## config.mk

```make
export PLATFORM = sky130hd
export DESIGN_NAME = id_allow_list_table_core_flat
export DESIGN_NICKNAME = d
export VERILOG_FILES = /design/src/hdl/idal_pkg.sv /design/src/hdl/idal_req_if.sv /design/src/hdl/idal_rsp_if.sv /design/src/hdl/id_allow_list_table_core.sv /design/src/flat_wrapper.sv
export SDC_FILE = /design/constraint.sdc
export NUM_CORES = 1
export LEC_CHECK = 0
export BUFFER_PORTS_ARGS = -buffer_cell sky130_fd_sc_hd__clkbuf_2
export CORE_ASPECT_RATIO = 0.5
export CORE_MARGIN = 2
export CORE_UTILIZATION = 50
export CTS_BUF_LIST = sky130_fd_sc_hd__clkbuf_4
export CTS_CLUSTER_DIAMETER = 120
export DETAILED_ROUTE_END_ITERATION = 10
export GPL_TIMING_DRIVEN = 0
export PLACE_DENSITY = 0.76
export SLEW_MARGIN = 30
export SYNTH_ARGS = -nofsm -noshare
export SYNTH_HDL_FRONTEND = slang
export SYNTH_SLANG_ARGS = --single-unit
```

## constraint.sdc

```tcl
create_clock -name clk -period 8.4 [get_ports clk]
set_clock_uncertainty 0.15 [all_clocks]
set_input_delay 0.84 -clock clk [delete_from_list [all_inputs] [get_ports clk]]
set_output_delay 0.84 -clock clk [all_outputs]
set_load 0.01 [all_outputs]
```

## src/hdl/idal_pkg.sv

```systemverilog
// idal_pkg: shared constants, request codes and sequencer states for the id allow-list table
// no dependencies
`timescale 1ns / 1ps

package idal_pkg;

	localparam int TABLE_DEPTH = 20;
	localparam int IDX_W = (TABLE_DEPTH > 1) ? $clog2(TABLE_DEPTH) : 1;
	localparam int CNT_W = $clog2(TABLE_DEPTH + 1);

	localparam int REQ_W = 2;
	localparam int ID_W = 16;
	localparam int COUNT_W = 5;

	localparam logic [CNT_W-1:0] DEPTH_CNT = CNT_W'(TABLE_DEPTH);

	localparam logic [REQ_W-1:0] REQ_ADD = 2'd0;
	localparam logic [REQ_W-1:0] REQ_REMOVE = 2'd1;
	localparam logic [REQ_W-1:0] REQ_LOOKUP = 2'd2;

	typedef enum logic [2:0] {
		ST_IDLE,
		ST_SCAN,
		ST_DECIDE,
		ST_MOVE,
		ST_RESP
	} state_t;

endpackage

```

## src/hdl/idal_req_if.sv

```systemverilog
// idal_req_if: request channel, valid/ready with request kind and id
// depends on idal_pkg
`timescale 1ns / 1ps

interface idal_req_if;
	logic                         valid;
	logic                         ready;
	logic [idal_pkg::REQ_W-1:0]   req_type;
	logic [idal_pkg::ID_W-1:0]    id;

	modport source (output valid, output req_type, output id, input ready);
	modport sink (input valid, input req_type, input id, output ready);
endinterface

```

## src/hdl/idal_rsp_if.sv

```systemverilog
// idal_rsp_if: response channel, valid/ready with success flag and count
// depends on idal_pkg
`timescale 1ns / 1ps

interface idal_rsp_if;
	logic                          valid;
	logic                          ready;
	logic                          success;
	logic [idal_pkg::COUNT_W-1:0]  count;

	modport source (output valid, output success, output count, input ready);
	modport sink (input valid, input success, input count, output ready);
endinterface

```

## src/hdl/id_allow_list_table_core.sv

```systemverilog
// id_allow_list_table_core: packed allow-list of ids with add, swap-remove and look up
// a miss scans every stored entry before the response; a hit stops the scan at its slot, and a
// remove that hits adds the ST_MOVE step before ST_RESP.
// one request at a time, the next beat is taken the cycle after the response beat; the scan
// is linear, one entry read per cycle.
// reset clears the count and the sequencer; table contents are not cleared. deps: idal_pkg, ifs
`timescale 1ns / 1ps

module id_allow_list_table_core (
	input  logic        clk,
	input  logic        arst_n,
	idal_req_if.sink    req,
	idal_rsp_if.source  rsp
);
	import idal_pkg::*;

	state_t state_q, state_d;

	logic [REQ_W-1:0] req_type_q;
	logic [ID_W-1:0]  id_q;
	logic [CNT_W-1:0] scan_idx_q;
	logic [CNT_W-1:0] count_q;
	logic             cmp_valid_s1;
	logic [IDX_W-1:0] cmp_idx_s1;
	logic             found_q;
	logic [IDX_W-1:0] found_idx_q;
	logic             success_q;

	logic [ID_W-1:0]  mem [TABLE_DEPTH];
	logic [ID_W-1:0]  rd_data_q;

	logic             mem_rd_en;
	logic [IDX_W-1:0] mem_rd_addr;
	logic             mem_wr_en;
	logic [IDX_W-1:0] mem_wr_addr;
	logic [ID_W-1:0]  mem_wr_data;
	logic             scan_rd;

	logic             hit;
	logic             scan_more;
	logic             scan_done;
	logic             add_ok;
	logic             req_ok;
	logic [CNT_W-1:0] cnt_dec;

	assign hit       = cmp_valid_s1 && (rd_data_q == id_q);
	assign scan_more = scan_idx_q < count_q;
	assign scan_done = hit || (!cmp_valid_s1 && !scan_more);
	assign add_ok    = (count_q < DEPTH_CNT) && (id_q != '0) && !found_q;
	assign cnt_dec   = count_q - CNT_W'(1);

	always_comb begin
		case (req_type_q)
			REQ_ADD:    req_ok = add_ok;
			REQ_REMOVE: req_ok = found_q;
			REQ_LOOKUP: req_ok = found_q;
			default:    req_ok = 1'b0;
		endcase
	end

	// next state
	always_comb begin
		state_d = state_q;
		case (state_q)
			ST_IDLE: begin
				if (req.valid) state_d = ST_SCAN;
			end
			ST_SCAN: begin
				if (scan_done) state_d = ST_DECIDE;
			end
			ST_DECIDE: begin
				if (req_type_q == REQ_REMOVE && found_q) state_d = ST_MOVE;
				else state_d = ST_RESP;
			end
			ST_MOVE: state_d = ST_RESP;
			ST_RESP: begin
				if (rsp.ready) state_d = ST_IDLE;
			end
			default: state_d = ST_IDLE;
		endcase
	end

	// outputs and memory controls
	always_comb begin
		req.ready   = 1'b0;
		rsp.valid   = 1'b0;
		scan_rd     = 1'b0;
		mem_rd_en   = 1'b0;
		mem_rd_addr = scan_idx_q[IDX_W-1:0];
		mem_wr_en   = 1'b0;
		mem_wr_addr = count_q[IDX_W-1:0];
		mem_wr_data = id_q;
		case (state_q)
			ST_IDLE: req.ready = 1'b1;
			ST_SCAN: begin
				scan_rd   = scan_more && !hit;
				mem_rd_en = scan_rd;
			end
			ST_DECIDE: begin
				if (req_type_q == REQ_ADD && add_ok) begin
					mem_wr_en = 1'b1;
				end
				if (req_type_q == REQ_REMOVE && found_q) begin
					mem_rd_en   = 1'b1;
					mem_rd_addr = cnt_dec[IDX_W-1:0];
				end
			end
			ST_MOVE: begin
				mem_wr_en   = 1'b1;
				mem_wr_addr = found_idx_q;
				mem_wr_data = rd_data_q;
			end
			ST_RESP: rsp.valid = 1'b1;
			default: ;
		endcase
	end

	assign rsp.success = success_q;
	assign rsp.count   = COUNT_W'(count_q);

	always_ff @(posedge clk or negedge arst_n) begin
		if (!arst_n) begin
			state_q <= ST_IDLE;
		end else begin
			state_q <= state_d;
		end
	end

	always_ff @(posedge clk or negedge arst_n) begin
		if (!arst_n) begin
			count_q      <= '0;
			cmp_valid_s1 <= 1'b0;
			found_q      <= 1'b0;
			scan_idx_q   <= '0;
		end else begin
			case (state_q)
				ST_IDLE: begin
					if (req.valid) begin
						scan_idx_q <= '0;
						found_q    <= 1'b0;
					end
				end
				ST_SCAN: begin
					cmp_valid_s1 <= scan_rd;
					if (scan_rd) scan_idx_q <= scan_idx_q + CNT_W'(1);
					if (hit) found_q <= 1'b1;
				end
				ST_DECIDE: begin
					cmp_valid_s1 <= 1'b0;
					if (req_type_q == REQ_ADD && add_ok) count_q <= count_q + CNT_W'(1);
				end
				ST_MOVE: count_q <= cnt_dec;
				default: cmp_valid_s1 <= 1'b0;
			endcase
		end
	end

	// beat payload and scan bookkeeping
	always_ff @(posedge clk) begin
		if (state_q == ST_IDLE && req.valid) begin
			req_type_q <= req.req_type;
			id_q       <= req.id;
		end
		if (state_q == ST_SCAN) begin
			cmp_idx_s1 <= scan_idx_q[IDX_W-1:0];
			if (hit) found_idx_q <= cmp_idx_s1;
		end
		if (state_q == ST_DECIDE) success_q <= req_ok;
	end

	// table memory
	always_ff @(posedge clk) begin
		if (mem_wr_en) mem[mem_wr_addr] <= mem_wr_data;
		if (mem_rd_en) rd_data_q <= mem[mem_rd_addr];
	end

`ifndef SYNTHESIS
	a_count_bound: assert property (@(posedge clk) disable iff (!arst_n)
		count_q <= DEPTH_CNT)
		else $error("entry count above table depth");

	a_count_hold: assert property (@(posedge clk) disable iff (!arst_n)
		(state_q != ST_DECIDE && state_q != ST_MOVE) |=> $stable(count_q))
		else $error("count changed outside update states");

	a_move_found: assert property (@(posedge clk) disable iff (!arst_n)
		state_q == ST_MOVE |-> (found_q && req_type_q == REQ_REMOVE && count_q != '0))
		else $error("move without a hit on remove");

	a_cmp_range: assert property (@(posedge clk) disable iff (!arst_n)
		cmp_valid_s1 |-> (CNT_W'(cmp_idx_s1) < count_q))
		else $error("compare beyond stored entries");

	a_one_side: assert property (@(posedge clk) disable iff (!arst_n)
		rsp.valid |-> !req.ready)
		else $error("request taken while response pending");
`endif

endmodule

```

## src/flat_wrapper.sv

```systemverilog
// flat-port wrapper written by rule: the top's interface ports become plain ports
module id_allow_list_table_core_flat import idal_pkg::*;
  (clk, arst_n, req_valid, req_req_type, req_id, req_ready, rsp_valid, rsp_success, rsp_count, rsp_ready);
  idal_req_if req_i ();
  idal_rsp_if rsp_i ();
  input  logic clk;
  input  logic arst_n;
  input wire logic [$bits(req_i.valid)-1:0] req_valid;
  input wire logic [$bits(req_i.req_type)-1:0] req_req_type;
  input wire logic [$bits(req_i.id)-1:0] req_id;
  output wire logic [$bits(req_i.ready)-1:0] req_ready;
  output wire logic [$bits(rsp_i.valid)-1:0] rsp_valid;
  output wire logic [$bits(rsp_i.success)-1:0] rsp_success;
  output wire logic [$bits(rsp_i.count)-1:0] rsp_count;
  input wire logic [$bits(rsp_i.ready)-1:0] rsp_ready;
  assign req_i.valid = req_valid;
  assign req_i.req_type = req_req_type;
  assign req_i.id = req_id;
  assign req_ready = req_i.ready;
  assign rsp_valid = rsp_i.valid;
  assign rsp_success = rsp_i.success;
  assign rsp_count = rsp_i.count;
  assign rsp_i.ready = rsp_ready;
  id_allow_list_table_core u_core (.clk(clk), .arst_n(arst_n), .req(req_i), .rsp(rsp_i));
endmodule
```

==> results.py <==
metrics = {
    "logic_synthesis": {
        "synthAdderAreaFrac": 0.00799,
        "synth_compound_gate_area_share": 0.0800,
        "netlist_instances": 977,
        "seq_area_frac_synth": 0.723,
        "synth_area_leaders": "edfxtp_1, mux4_2, dfrtp_1, nand3_1, mux2_2",
        "async_reset_ff_frac": 0.0395,
        "post_synth_num_cell_types": 63,
        "synth_seq_cells": 380,
        "synthSimpleGateAreaFrac": 0.0811,
        "muxShareOfSynthArea": 0.0716,
        "synthesis.area_um2": 15700,
        "synth-xor-area-share": 0.0134,
        "synth_nets": 1009,
        "synth_edf_count": 365,
        "synth_top_family_by_area": "simple AND/OR/NAND/NOR gates",
        "post-synth-top-area-fraction": 0.700,
        "yosys.area.top_type": "edfxtp_1",
        "synth_warnings": 0,
        "ys.flop_type": "edfxtp_1",
        "syn_avg_cell_area_um2": 16.0,
    },
    "floorplan": {
        "chipHeight_um": 129,
        "placementRows": 45,
        "coreArea_um2": 30600,
        "die_w_um": 254,
        "ioPinCount": 30,
        "start_util": 0.513,
        "die_area_um2": 32900,
    },
    "sta": {
        "rsz0062_at_grt": "false",
        "max_freq_ghz": 0.224,
        "tns_ps": 0,
        "drv_slew": 0,
        "finalHoldViolCount": 0,
        "max_slew.worst_pin.slew_ps": 1010,
        "max_slew_margin": 0.328,
        "setup_viol_count_final": 0,
        "post-route-min-period_ps": 4470,
        "timing.final.crit_share": 0.532,
    },
    "worst_setup_path": {
        "cp.depth": 11,
        "critPathBufInv": 4,
        "setup.worst_path.start_class": "flip-flop",
        "required_ps": 8680,
        "path_cells": "buf_2 > inv_1 > ha_1 > buf_2 > xnor2_1 > nand3_1 > nand2_1 > buf_2 > mux2_2 > o221ai_1 > o211ai_1",
        "worstReg2RegStart": "u_core.rsp.count[0]$_DFFE_PN0P_",
        "critical_path_peak_fanout": 10,
        "crit_arrival_ps": 4750,
        "critical-path-top-delay-family": "buffers and inverters",
        "path_class": "flip-flop to flip-flop",
        "cp-end-kind": "flip-flop",
        "rr_worst_depth": 11,
        "crit_path_frequent_cell": "buf_2",
        "critical_path.startpoint": "u_core.rsp.count[0]$_DFFE_PN0P_",
        "cpPeakStageDelay_ps": 600,
        "cpMaxStageDelayCell": "dfrtp_1",
    },
    "cells_and_area": {
        "fin_util": 0.578,
        "areaGrowthSynthToFinish_pct": 12.7,
        "nFillCells": 2277,
        "fin_cells": 1585,
        "most-common-layout-cells": "edfxtp_1, clkbuf_4, nand2_1",
        "drive_gt1_frac": 0.255,
        "nets": 1136,
        "final_common_cell": "edfxtp_1",
    },
    "clock_tree": {
        "cts_num_sinks": 380,
        "clkTransAtPathRegs_ps": 70,
        "cts_made_buffers": 84,
        "cts_buffer_depth": 3,
        "post-cts-setup-buffer-count": 0,
        "tritoncts": "built",
        "clk_latency_ps": 790,
        "htree_levels": 3,
        "cts_root_buf": "clkbuf_4",
    },
    "status": {
        "violations": "design-rule violations",
        "status": "finished, violations left",
    },
    "placed_design": {
        "io_buffers": 29,
        "placed_cells": 1440,
        "routabilityCongestion": 0.932,
        "dpl.hpwl_um": 26500,
    },
    "global_routing": {
        "grt_usage": 0.246,
        "grt_start_max_net_pins": 21,
        "grt-ovfl-total": 0,
        "grt_pass1_wl_um": 58300,
        "antenna_found_initial": 2,
        "grt_pass1_vias": 9425,
    },
    "pwr": {
        "p_total_mw": 5.22,
        "max-vdd-ir-drop_v": 0.000120,
        "p_leak_nw": 5.92,
        "power_density_nw_per_um2": 295,
    },
    "min_path": {
        "hold_path_startpoint": "req_req_type[1]",
        "hold_depth": 1,
        "min-delay-path-class": "input port to flip-flop",
    },
    "routing": {
        "wire_per_inst_um": 25.0,
        "drtIter0Drc": 1360,
        "drt-vias-per-instance": 6.19,
        "vias": 9816,
        "postRouteAntennaNets": 0,
        "wl_um": 39600,
        "route.detailed.drc": 1,
        "drtPass1Iterations": 9,
    },
    "job": {
        "drv_cap": 0,
    },
}
layout make-up:
| class | count | area [um^2] | share of cell area |
|---|---|---|---|
| Sequential cell | 380 | 11300 | 0.642 |
| Multi-Input combinational cell | 530 | 4080 | 0.231 |
| Clock buffer | 129 | 968 | 0.0548 |
| Tap cell | 423 | 529 | 0.0300 |
| Buffer | 51 | 292 | 0.0165 |
| Timing Repair Buffer | 41 | 287 | 0.0162 |
| Clock inverter | 12 | 108 | 0.00609 |
| Inverter | 16 | 60.1 | 0.00340 |
| Antenna cell | 3 | 7.51 | 0.000425 |
logic make-up (layout without fill, tap and decap cells):
logic type	count (synthesis)	in the layout
other	0	3
adders and majority gates	10	10
muxes	67	67
AOI/OAI and AO/OA	172	172
xor gates and xnor gates	24	24
DFF	380	380
buffers and inverters	67	249
and+or+nand+nor	257	257
metrics by stage:
step	setup slack [ps]	hold WS (ps)	instance area (um^2)
after floorplan	5400	250	15700
after global placement	4140	261	16300
after detailed placement	4040	260	16600
after CTS	3970	54.3	17600
after global routing	3760	30.8	17700
final	3930	103	17700
timing repair:
item	CTS	global route
gates resized for setup	0	0
hold buffers	1	0
hold endpoints to repair	15	0
setup endpoints to repair	0	0
registers in the layout, summed over array words and instances (netlist names):
signal / flops
u_core.id_q: 16
u_core.req_type_q: 2
u_core.rd_data_q: 16
u_core.cmp_valid_s1: 1
u_core.state_q: 3
u_core.scan_idx_q: 5
u_core.rsp.count: 5
u_core.mem: 320
u_core.cmp_idx_s1: 5
u_core.found_idx_q: 5
u_core.found_q: 1
u_core.rsp.success: 1
synthesized netlist by cell type (5+ instances only):
cell type,instances
buf_2,15
nor4_1,8
xnor2_1,22
ha_1,10
o221ai_1,31
edfxtp_1,365
a21oi_1,8
a22oi_1,5
dfrtp_1,15
nor2_1,33
a211o_1,16
buf_6,6
o21ai_0,43
a32oi_1,16
nand2_1,85
o211ai_1,17
nand3_1,71
and3_1,20
clkbuf_1,26
inv_1,16
a31oi_1,8
nor3_1,8
mux2_2,31
mux4_2,29
nand4_1,7
power breakdown:
group          leakage, nW  switching, mW  internal, mW
combinational         1.79          0.889         0.390
clock                0.646          0.699         0.756
sequential            3.49          0.104          2.38
final timing paths:
kind / to / slack [ps]
worst max-delay path: u_core.rd_data_q[4]$_DFFE_PP_ / 3930
max in group asynchronous: u_core.scan_idx_q[1]$_DFFE_PN0P_ / 7350
min in group asynchronous: u_core.rsp.count[2]$_DFFE_PN0P_ / 420
worst max register to register: u_core.rd_data_q[4]$_DFFE_PP_ / 3930
worst min register to register: u_core.found_idx_q[3]$_DFFE_PP_ / 280
worst min-delay path: u_core.req_type_q[1]$_DFFE_PP_ / 100
metal layers:
metal | up-vias | track usage | part of all wire
li1 | 4221 | - | -
met1 | 4911 | 0.357 | 0.41
met2 | 604 | 0.352 | 0.43
met3 | 80 | 0.0822 | 0.13
met4 | 0 | 0.0785 | 0.028
met5 | - | 0 | 0
No activity file was read; power rests on OpenSTA's default activity.
